$ cat src/hw/rtl/crsf_pkg.sv
// shared constants, types and crc helper for the crsf frame builder
`default_nettype none

package crsf_pkg;

    // parameter defaults and fixed counts
    localparam int NUM_CHANNELS_DEF = 8;
    localparam int NUM_INPUTS       = 8;
    localparam int MAX_SLOTS        = 16;

    // field widths
    localparam int US_BITS    = 16;
    localparam int Y_BITS     = 10;
    localparam int SLOT_BITS  = 11;
    localparam int BYTE_BITS  = 8;

    // frame layout
    localparam int HDR_BYTES     = 3;
    localparam int PAYLOAD_BYTES = 22;
    localparam int PAYLOAD_BITS  = PAYLOAD_BYTES * BYTE_BITS;
    localparam int FRAME_BYTES   = HDR_BYTES + PAYLOAD_BYTES + 1;
    localparam int IDX_BITS      = $clog2(FRAME_BYTES);

    localparam logic [7:0] SYNC_BYTE = 8'hC8;
    localparam logic [7:0] LEN_BYTE  = 8'd24;
    localparam logic [7:0] TYPE_BYTE = 8'h16;
    localparam logic [7:0] CRC_POLY  = 8'hD5;

    // pulse width limits and output range
    localparam logic [US_BITS-1:0]   US_MIN  = 16'd1000;
    localparam logic [US_BITS-1:0]   US_MAX  = 16'd2000;
    localparam logic [Y_BITS-1:0]    US_SPAN = 10'd1000;
    localparam logic [SLOT_BITS-1:0] VAL_MIN = 11'd172;

    // floor(y * 1639 / 1000) as (y * 1639 * ceil(2^30 / 1000)) >> 30, exact for y <= 1000
    localparam int             SCALE_SHIFT = 30;
    localparam int             MULT_BITS   = 31;
    localparam int             PROD_BITS   = Y_BITS + MULT_BITS;
    localparam logic [MULT_BITS-1:0] SCALE_MULT = 31'd1759863138;

    // stage enables from the pipeline control to each channel lane
    typedef struct packed {
        logic take_raw;
        logic take_scaled;
    } stage_en_t;

    // one byte of crc-8, msb first, no reflection
    function automatic logic [7:0] crc8_update(input logic [7:0] crc, input logic [7:0] data);
        logic [7:0] c;
        c = crc ^ data;
        for (int k = 0; k < 8; k++)
        begin
            c = c[7] ? ((c << 1) ^ CRC_POLY) : (c << 1);
        end
        return c;
    endfunction

endpackage

`default_nettype wire

$ cat src/hw/rtl/crsf_if.sv
// valid/ready channel interfaces for channel sets and frame bytes
`default_nettype none

interface crsf_in_if
    import crsf_pkg::*;
();
    logic               valid;
    logic               ready;
    logic [US_BITS-1:0] chan0_us;
    logic [US_BITS-1:0] chan1_us;
    logic [US_BITS-1:0] chan2_us;
    logic [US_BITS-1:0] chan3_us;
    logic [US_BITS-1:0] chan4_us;
    logic [US_BITS-1:0] chan5_us;
    logic [US_BITS-1:0] chan6_us;
    logic [US_BITS-1:0] chan7_us;

    modport source (
        output valid, chan0_us, chan1_us, chan2_us, chan3_us,
               chan4_us, chan5_us, chan6_us, chan7_us,
        input  ready
    );
    modport sink (
        input  valid, chan0_us, chan1_us, chan2_us, chan3_us,
               chan4_us, chan5_us, chan6_us, chan7_us,
        output ready
    );
endinterface

interface crsf_out_if
    import crsf_pkg::*;
();
    logic                 valid;
    logic                 ready;
    logic [BYTE_BITS-1:0] frame_byte;
    logic                 frame_last;

    modport source (
        output valid, frame_byte, frame_last,
        input  ready
    );
    modport sink (
        input  valid, frame_byte, frame_last,
        output ready
    );
endinterface

`default_nettype wire

$ cat src/hw/rtl/crsf_channel_frame_builder_unit.sv
// top level of the crsf rc-channels frame builder
//
// channel | dir | payload                      | request means
// --------+-----+------------------------------+------------------------------
// chans   | in  | chan0_us..chan7_us, 16b each | one set of pulse widths
// frame   | out | frame_byte 8b, frame_last 1b | one byte of the 26-byte frame
//
// each set of channels gives 26 output bytes, one per cycle while frame.ready
// is high; the byte serialiser sets the sustained rate. a set taken on chans
// passes the clamp register and the scale register before its first byte.
// up to three sets are in flight: clamp register, scale register, serialiser.
// a new set is taken while a frame is still going out; stalls on frame hold
// the current byte and back up through the stages.
// rst_n clears the stage valid flags and the serialiser, no clearing pass.
`default_nettype none

module crsf_channel_frame_builder_unit
    import crsf_pkg::*;
#(
    parameter int NUM_CHANNELS = NUM_CHANNELS_DEF
)
(
    input  wire logic  clk,
    input  wire logic  rst_n,
    crsf_in_if.sink    chans,
    crsf_out_if.source frame
);

    // slots beyond the eight inputs are packed as zero
    localparam int NUM_USED = (NUM_CHANNELS < NUM_INPUTS) ? NUM_CHANNELS : NUM_INPUTS;

    logic [US_BITS-1:0]   raw_us [NUM_INPUTS];
    logic [SLOT_BITS-1:0] scaled [NUM_USED];
    logic [PAYLOAD_BITS-1:0] payload;

    logic      s1_valid_reg;
    logic      s1_valid_next;
    logic      s2_valid_reg;
    logic      s2_valid_next;
    logic      s1_free;
    logic      s2_free;
    logic      s1_adv;
    logic      in_fire;
    logic      ser_ready;
    stage_en_t en;

    assign raw_us[0] = chans.chan0_us;
    assign raw_us[1] = chans.chan1_us;
    assign raw_us[2] = chans.chan2_us;
    assign raw_us[3] = chans.chan3_us;
    assign raw_us[4] = chans.chan4_us;
    assign raw_us[5] = chans.chan5_us;
    assign raw_us[6] = chans.chan6_us;
    assign raw_us[7] = chans.chan7_us;

    // stage control: each stage frees when its content moves on
    assign s2_free     = !s2_valid_reg || ser_ready;
    assign s1_adv      = s1_valid_reg && s2_free;
    assign s1_free     = !s1_valid_reg || s2_free;
    assign chans.ready = s1_free;
    assign in_fire     = chans.valid && s1_free;

    assign s1_valid_next = in_fire || (s1_valid_reg && !s2_free);
    assign s2_valid_next = s1_adv || (s2_valid_reg && !ser_ready);

    assign en.take_raw    = in_fire;
    assign en.take_scaled = s1_adv;

    always_ff @(posedge clk or negedge rst_n)
    begin
        if (!rst_n)
        begin
            s1_valid_reg <= 1'b0;
            s2_valid_reg <= 1'b0;
        end
        else
        begin
            s1_valid_reg <= s1_valid_next;
            s2_valid_reg <= s2_valid_next;
        end
    end

    // one clamp-and-scale lane per packed channel
    for (genvar ch = 0; ch < NUM_USED; ch++)
    begin : g_lane
        crsf_scale u_scale (
            .clk    (clk),
            .en     (en),
            .raw_us (raw_us[ch]),
            .scaled (scaled[ch])
        );
    end

    // 11-bit slots, lsb first; uncovered bits stay zero
    always_comb
    begin
        payload = '0;
        for (int ch = 0; ch < NUM_USED; ch++)
        begin
            payload[ch*SLOT_BITS +: SLOT_BITS] = scaled[ch];
        end
    end

    crsf_ser u_ser (
        .clk        (clk),
        .rst_n      (rst_n),
        .load_valid (s2_valid_reg),
        .load_ready (ser_ready),
        .payload    (payload),
        .frame      (frame)
    );

endmodule

`default_nettype wire

$ cat src/hw/rtl/crsf_scale.sv
// one channel lane: clamp register then scale-by-reciprocal register
`default_nettype none

module crsf_scale
    import crsf_pkg::*;
(
    input  wire logic                 clk,
    input  wire stage_en_t            en,
    input  wire logic [US_BITS-1:0]   raw_us,
    output logic      [SLOT_BITS-1:0] scaled
);

    logic [US_BITS-1:0]   y_full;
    logic [Y_BITS-1:0]    y_reg;
    logic [Y_BITS-1:0]    y_next;
    logic [PROD_BITS-1:0] prod;
    logic [SLOT_BITS-1:0] val_reg;
    logic [SLOT_BITS-1:0] val_next;

    // clamp to 1000..2000 and take the offset from 1000
    always_comb
    begin
        if (raw_us < US_MIN)
            y_full = '0;
        else if (raw_us > US_MAX)
            y_full = US_BITS'(US_SPAN);
        else
            y_full = raw_us - US_MIN;
        y_next = y_full[Y_BITS-1:0];
    end

    always_comb
    begin
        prod     = PROD_BITS'(y_reg) * PROD_BITS'(SCALE_MULT);
        val_next = prod[SCALE_SHIFT +: SLOT_BITS] + VAL_MIN;
    end

    always_ff @(posedge clk)
    begin
        if (en.take_raw)
            y_reg <= y_next;
        if (en.take_scaled)
            val_reg <= val_next;
    end

    assign scaled = val_reg;

endmodule

`default_nettype wire

$ cat src/hw/rtl/crsf_ser.sv
// frame serialiser: header, payload and running crc, one byte per request
`default_nettype none

module crsf_ser
    import crsf_pkg::*;
(
    input  wire logic                    clk,
    input  wire logic                    rst_n,
    input  wire logic                    load_valid,
    output logic                         load_ready,
    input  wire logic [PAYLOAD_BITS-1:0] payload,
    crsf_out_if.source                   frame
);

    localparam int SHIFT_BITS = (HDR_BYTES + PAYLOAD_BYTES) * BYTE_BITS;
    localparam logic [IDX_BITS-1:0] CRC_IDX   = IDX_BITS'(FRAME_BYTES - 1);
    localparam logic [IDX_BITS-1:0] CRC_FIRST = IDX_BITS'(2);

    logic [SHIFT_BITS-1:0] shift_reg;
    logic [IDX_BITS-1:0]   idx_reg;
    logic                  active_reg;
    logic [7:0]            crc_reg;
    logic                  fire;
    logic                  on_crc;
    logic                  load;

    assign on_crc     = (idx_reg == CRC_IDX);
    assign fire       = active_reg && frame.ready;
    assign load_ready = !active_reg || (fire && on_crc);
    assign load       = load_valid && load_ready;

    assign frame.valid      = active_reg;
    assign frame.frame_byte = on_crc ? crc_reg : shift_reg[BYTE_BITS-1:0];
    assign frame.frame_last = on_crc;

    always_ff @(posedge clk or negedge rst_n)
    begin
        if (!rst_n)
        begin
            active_reg <= 1'b0;
            idx_reg    <= '0;
            crc_reg    <= '0;
        end
        else if (load)
        begin
            active_reg <= 1'b1;
            idx_reg    <= '0;
            crc_reg    <= '0;
        end
        else if (fire)
        begin
            if (on_crc)
                active_reg <= 1'b0;
            idx_reg <= idx_reg + 1'b1;
            // crc covers type byte and payload
            if (idx_reg >= CRC_FIRST && !on_crc)
                crc_reg <= crc8_update(crc_reg, shift_reg[BYTE_BITS-1:0]);
        end
    end

    always_ff @(posedge clk)
    begin
        if (load)
            shift_reg <= {payload, TYPE_BYTE, LEN_BYTE, SYNC_BYTE};
        else if (fire)
            shift_reg <= shift_reg >> BYTE_BITS;
    end

endmodule

`default_nettype wire

$ cat src/flat_wrapper.sv
// flat-port wrapper written by rule: the top's interface ports become plain ports
module crsf_channel_frame_builder_unit_flat import crsf_pkg::*;
#(
    parameter int NUM_CHANNELS = NUM_CHANNELS_DEF
)
  (clk, rst_n, chans_valid, chans_chan0_us, chans_chan1_us, chans_chan2_us, chans_chan3_us, chans_chan4_us, chans_chan5_us, chans_chan6_us, chans_chan7_us, chans_ready, frame_valid, frame_frame_byte, frame_frame_last, frame_ready);
  crsf_in_if chans_i ();
  crsf_out_if frame_i ();
  input  wire logic clk;
  input  wire logic rst_n;
  input wire logic [$bits(chans_i.valid)-1:0] chans_valid;
  input wire logic [$bits(chans_i.chan0_us)-1:0] chans_chan0_us;
  input wire logic [$bits(chans_i.chan1_us)-1:0] chans_chan1_us;
  input wire logic [$bits(chans_i.chan2_us)-1:0] chans_chan2_us;
  input wire logic [$bits(chans_i.chan3_us)-1:0] chans_chan3_us;
  input wire logic [$bits(chans_i.chan4_us)-1:0] chans_chan4_us;
  input wire logic [$bits(chans_i.chan5_us)-1:0] chans_chan5_us;
  input wire logic [$bits(chans_i.chan6_us)-1:0] chans_chan6_us;
  input wire logic [$bits(chans_i.chan7_us)-1:0] chans_chan7_us;
  output wire logic [$bits(chans_i.ready)-1:0] chans_ready;
  output wire logic [$bits(frame_i.valid)-1:0] frame_valid;
  output wire logic [$bits(frame_i.frame_byte)-1:0] frame_frame_byte;
  output wire logic [$bits(frame_i.frame_last)-1:0] frame_frame_last;
  input wire logic [$bits(frame_i.ready)-1:0] frame_ready;
  assign chans_i.valid = chans_valid;
  assign chans_i.chan0_us = chans_chan0_us;
  assign chans_i.chan1_us = chans_chan1_us;
  assign chans_i.chan2_us = chans_chan2_us;
  assign chans_i.chan3_us = chans_chan3_us;
  assign chans_i.chan4_us = chans_chan4_us;
  assign chans_i.chan5_us = chans_chan5_us;
  assign chans_i.chan6_us = chans_chan6_us;
  assign chans_i.chan7_us = chans_chan7_us;
  assign chans_ready = chans_i.ready;
  assign frame_valid = frame_i.valid;
  assign frame_frame_byte = frame_i.frame_byte;
  assign frame_frame_last = frame_i.frame_last;
  assign frame_i.ready = frame_ready;
  crsf_channel_frame_builder_unit #(.NUM_CHANNELS(NUM_CHANNELS)) u_core (.clk(clk), .rst_n(rst_n), .chans(chans_i), .frame(frame_i));
endmodule
$ cat config.mk
export PLATFORM = sky130hd
export DESIGN_NAME = crsf_channel_frame_builder_unit_flat
export DESIGN_NICKNAME = d
export VERILOG_FILES = /design/src/hw/rtl/crsf_pkg.sv /design/src/hw/rtl/crsf_if.sv /design/src/hw/rtl/crsf_channel_frame_builder_unit.sv /design/src/hw/rtl/crsf_scale.sv /design/src/hw/rtl/crsf_ser.sv /design/src/flat_wrapper.sv
export SDC_FILE = /design/constraint.sdc
export NUM_CORES = 2
export LEC_CHECK = 0
export BUFFER_PORTS_ARGS = -buffer_cell sky130_fd_sc_hd__buf_2
export CAP_MARGIN = 5
export CORE_ASPECT_RATIO = 1.2
export CORE_MARGIN = 2
export CORE_UTILIZATION = 34
export CTS_BUF_LIST = sky130_fd_sc_hd__clkbuf_2 sky130_fd_sc_hd__clkbuf_4 sky130_fd_sc_hd__clkbuf_8
export DETAILED_ROUTE_END_ITERATION = 7
export GPL_ROUTABILITY_DRIVEN = 0
export GPL_TIMING_DRIVEN = 0
export PLACE_DENSITY = 0.61
export SYNTH_ARGS = -nofsm -noshare
export SYNTH_HDL_FRONTEND = slang
export SYNTH_SLANG_ARGS = --single-unit
$ cat constraint.sdc
create_clock -name clk -period 10.05 [get_ports clk]
set_input_delay 1.5075 -clock clk [delete_from_list [all_inputs] [get_ports clk]]
set_output_delay 1.5075 -clock clk [all_outputs]
set_load 0.01 [all_outputs]
# Word-level counts from Yosys, hierarchy flattened
# Cells that the tools add are included.
totals:
  register_bits: 296
  in_bits: 132
  out_inout_bits: 11
  wordCells: 142
classes:
  n_addsub: 17
  n_mul: 8
  magnitude_cmp: 17
  n_eq_ne: 1
  mux: 27
  n_bitwise: 9
  reduce_logical: 32
op_table:
  columns: ["op", "count"]
  rows:
  - ["$mul 10x30->40 const B", 8]
  - ["$mux 112", 2]
  - ["$gt 16x11->1 const B", 8]
  - ["$lt 16x10->1 const B", 8]
  - ["$mux 8", 12]
  - ["$add 11x8->11 const B", 8]
  - ["$mux 10", 8]
  - ["$sub 10x10->10 const B", 8]
  - ["$not 5->5", 8]
  - ["$reduce_or 2->1", 8]
  - ["$mux 5", 2]
  - ["$logic_and 1x1->1", 8]
  - ["$xor 8x8->8", 1]
  - ["$logic_not 1->1", 6]
  - ["$reduce_bool 2->1", 3]
  - ["$add 5x1->5 const B", 1]
  - ["$eq 5x5->1 const B", 1]
  - ["$ge 5x2->1 const B", 1]
  - ["$logic_or 1x1->1", 5]
  - ["$reduce_and 2->1", 2]
  - ["$mux 1", 3]

# Logic depth before layout (Yosys ltp)
logic_depth:
  word_depth: 20
  depth_mapped: 30
  mapped_depth_nobuf: 30

# By module
# A second synthesis with hierarchy kept.
unflattened:
  cells_unflattened: 5227
  hier_area_um2: 51525.7
by_module_without_submodules:
  columns: ["module", "n_inst", "cells_each", "area_per_inst_um2", "seq_area_each_um2"]
  rows:
  - ["crsf_scale (u_core.g_lane[0].u_scale ...)", 4, 525, 5217.5, 630.6]
  - ["crsf_ser", 1, 965, 9555.4, 6115.9]
  - ["crsf_scale (u_core.g_lane[6].u_scale)", 1, 570, 5472.7, 630.6]
  - ["crsf_scale (u_core.g_lane[7].u_scale)", 1, 556, 5317.6, 630.6]
  - ["crsf_scale (u_core.g_lane[1].u_scale)", 1, 534, 5211.2, 630.6]
  - ["crsf_scale (u_core.g_lane[5].u_scale)", 1, 493, 4991.0, 630.6]
  - ["crsf_channel_frame_builder_unit", 1, 9, 107.6, 50.0]

# Worst setup path before layout
# Ideal clock, no wire load.
synth_path:
  path_kind: "reg-to-reg"
  from: "register u_core.g_lane[3].u_scale.y_reg[8]"
  to: "register u_core.g_lane[3].u_scale.val_reg[8] (data pin)"
  setup_ps: 264
  t_arrival_ps: 6361
  required_time_ps: 9786
  path_slack_ps: 3426
  stages_incl_launch_ff: 29
  path_buffers: 1
  synth_period_minus_slack_ps: 6624
  path_cell_list: "edfxtp_1 > inv_1 > ha_1 > fa_1 > inv_1 > fa_1 > fa_1 > inv_1 > fa_1 > inv_1 > ha_1 > a21oi_1 > o22ai_1 > o2111ai_1 > a21o_1 > a32oi_1 > nand2_2 > xnor2_1 > inv_1 > ha_1 > nor2_1 > a221oi_1 > o211ai_1 > or3_1 > clkbuf_1 > maj3_1 > o21ai_1 > nand2_1 > xnor2_1"
synth_between:
  elab_chain_len: 2
synth_lines:
  columns: ["item", "line", "text"]
  rows:
  - ["start, declared", "crsf_scale.sv:14", "logic [Y_BITS-1:0] y_reg;"]
  - ["start signal, assigned", "crsf_scale.sv:41", "y_reg <= y_next;"]
  - ["$mul 10x30->40", "crsf_scale.sv:34", "prod = PROD_BITS'(y_reg) * PROD_BITS'(SCALE_MULT);"]
  - ["$add 11x8->11", "crsf_scale.sv:35", "val_next = prod[SCALE_SHIFT +: SLOT_BITS] + VAL_MIN;"]
  - ["named net u_core.g_lane[3].u_scale.val_next[8]", "crsf_scale.sv:18", "logic [SLOT_BITS-1:0] val_next;"]
  - ["end signal, assigned", "crsf_scale.sv:43", "val_reg <= val_next;"]
  - ["end, declared", "crsf_scale.sv:17", "logic [SLOT_BITS-1:0] val_reg;"]
# The timed path passes the listed nets, and every way through them passes these cells.
# A chain may end at the register's enable or synchronous reset.

# Worst setup path after layout
layout_path:
  from: "register u_core.g_lane[3].u_scale.y_reg[8]"
  to: "register u_core.g_lane[3].u_scale.val_reg[10] (data pin)"
# The elaborated chain is that of the path after synthesis.

==> results.txt <==
Critical Path End Type = register
Synth Register Bits = 296
Top FF cell, synth = edfxtp_1
Most used cell, CP = inv_1
DRT Wirelength = 97,700 um
Synth warnings = 0
Slew Viols, Final = 0
Dominant cell type by area after synthesis = ha_1
Post-CTS Resized = 0
Net Switching = 0.00255 W
Worst EP required = 10.52 ns
Worst clock skew = 0.0714 ns
Sequential area share after synthesis = 18.8%
Crit-path max cell delay = 0.70 ns
Max reg flops = 112
Fin cells = 6,628
CTS tree = built
Setup TNS = 0 ns
# IOs = 143
Nets = 6,427
Post-synthesis instance area = 45,600 um2
Reg2Reg Setup Slack = 2.33 ns
Number of global-route vias before repair = 33,400
Fin crit share = 76.8%
Crit path max fanout = 10
Pre-CTS setup slack = 2.35 ns
Vias = 31,600
Placed Cells = 6,526
Gr usage total = 14.5%
Antenna-violating nets left = 0
Type of the most critical hold path = register to register
Sequential power share = 25.9%
EDFF count, synth = 256
Total gr overflow = 0
CTS sink count = 296
CP Launch Type = register
RSZ-0062 raised after global routing = no
TritonRoute pass-1 iters = 5
Initial drt markers = 1,271
Layout overhead on the synthesized area = 9.26%
I/O Buffers = 142
WL/cell = 14.7 um
Share of cells above drive strength 1 = 6.24%
Clk slew on worst S/H paths = 0.06 ns
Status = complete, no violations
Vias per cell = 4.76
Yosys top cell area share = 27.2%
Final setup viols = 0
CTS H-tree depth = 2
Int Pwr = 0.00366 W
Pin count of the biggest net entering global routing = 56
Avg Inst Size Synth = 9.93 um2
Row cnt = 147
Combinational share of power = 54.6%
Clock tree buffer depth = 3
Distinct cell type count after synthesis = 100
DRC viols = 0
CTS Hold Bufs = 0
Setup ws final = 2.33 ns
VDD IR max = 0.0965 mV
Die height = 405 um
LEAKAGE = 25.3 nW
Cells after Synth = 4,591
Final hold vios = 0
Slew @ Worst Pin = 1.27 ns
Die area = 137,000 um2
Max-cap viol count = 0
Design Power = 0.00621 W
Sw Share = 41.1%
Die W = 338 um
Final min period = 7.72 ns
Root buf cell = clkbuf_8
Post-synth top cells = 1,024 x inv_1, 992 x ha_1, 509 x fa_1, 326 x nand2_1, 256 x edfxtp_1
First-pass GRT wire length = 163,000 um
Crit path arrival time = 8.18 ns
WS Path Type = register to register
Most frequent cell after synthesis = inv_1
Slew Limit Headroom = 14.9%
Total CTS buffers = 54
Syn Nets = 6,224
Initial Util = 34.2%
Clock power frac = 19.5%
Top cells by area, synth = ha_1 27%, fa_1 22%, edfxtp_1 17%
Initial antenna violation count = 6
Clock latency on the worst-skew pair = 0.74 ns
Crit-path slowest cell = edfxtp_1
Post-CTS setup buffer count = 0
Core area = 133,000 um2
Ys async rst share = 5.41%
Power Density = 125 nW/um2
Detailed placement HPWL = 83,500 um
Fmax = 130 MHz
## power by group through the flow
stage	combinational, W	clock [W]	sequential [W]
6_report	0.00339	0.00121	0.00161
5_1_grt	0.00390	0.00130	0.00162
4_1_cts	0.00344	0.00126	0.00161
3_5_place_dp	0.00340	0	0.00163
3_3_place_gp	0.00334	0	0.00164
2_1_floorplan	0.00263	0	0.00161
## stage by stage
step	instance area (um2)	util, %	hold WS [ns]
floorplan	45600	-	0.432
global placement	48500	36.4	0.441
detailed placement	48700	36.5	0.445
CTS	49800	37.3	0.428
global route	49800	37.3	0.474
finish	49800	37.3	0.449
## path summary, 6_finish.rpt
check,start,endpoint,depth (start not counted)
min in group asynchronous,rst_n,u_core.u_ser.idx_reg[2]$_DFFE_PN0P_,1
max in group asynchronous,rst_n,u_core.s1_valid_reg$_DFF_PN0_,1
max,u_core.g_lane[3].u_scale.y_reg[8]$_SDFFCE_PP0P_,u_core.g_lane[3].u_scale.scaled[10]$_DFFE_PP_,28
min,u_core.g_lane[4].u_scale.scaled[6]$_DFFE_PP_,u_core.u_ser.shift_reg[74]$_DFFE_PP_,2
min reg2reg,u_core.g_lane[4].u_scale.scaled[6]$_DFFE_PP_,u_core.u_ser.shift_reg[74]$_DFFE_PP_,2
max reg2reg,u_core.g_lane[3].u_scale.y_reg[8]$_SDFFCE_PP0P_,u_core.g_lane[3].u_scale.scaled[10]$_DFFE_PP_,28
## worst max-delay path, delay by kind of cell (launching register included)
family / cells / cell delay (ns)
AOI/OAI and AO/OA: 9 / 1.68
xor gates and xnor gates: 1 / 0.17
adders and majority gates: 7 / 3.04
buffers and inverters: 6 / 0.59
DFF: 1 / 0.70
and+or+nand+nor: 5 / 1.23
## layout by cell type, fill, tap and decap left out, types with 24 or more instances in the layout
| master | n |
|---|---|
| inv_1 | 1024 |
| ha_1 | 992 |
| fa_1 | 509 |
| nand2_1 | 326 |
| edfxtp_1 | 256 |
| a21oi_1 | 195 |
| buf_2 | 142 |
| nand3_1 | 138 |
| nor2_1 | 121 |
| xnor2_1 | 121 |
| a21o_1 | 87 |
| xor2_1 | 76 |
| o21ai_0 | 73 |
| clkbuf_8 | 58 |
| nor3_1 | 43 |
| and2_1 | 42 |
| nand4_1 | 41 |
| clkbuf_1 | 40 |
| nor2b_1 | 32 |
| a31oi_1 | 27 |
| nand2b_1 | 24 |
| dfxtp_1 | 24 |
## final cells by class
cell class	count	area, um2
clock buffer	73	911
inverter	1024	3840
timing repair buffer	147	833
fill	13200	83600
buffer	50	195
multi-input combinational	3221	33000
sequential	296	8570
clock inverter	28	220
antenna	1	2.50
tap	1788	2240
## logic make-up after synthesis
family          synth area share (%)
simple gates                    9.73
buf+inv                         8.86
fa+ha+maj                       49.6
flops                           18.8
xor+xnor                        3.86
mux                            0.346
compound gates                  8.79
## per-layer routing
layer	up-vias	global-route usage (%)	share of wire, %
met5	-	0	0.024
met2	418	27.1	51
met1	15300	17.1	43
li1	15700	-	-
met3	153	1.90	3.2
met4	4	4.42	3.1
(Power assumes the default switching activity.)
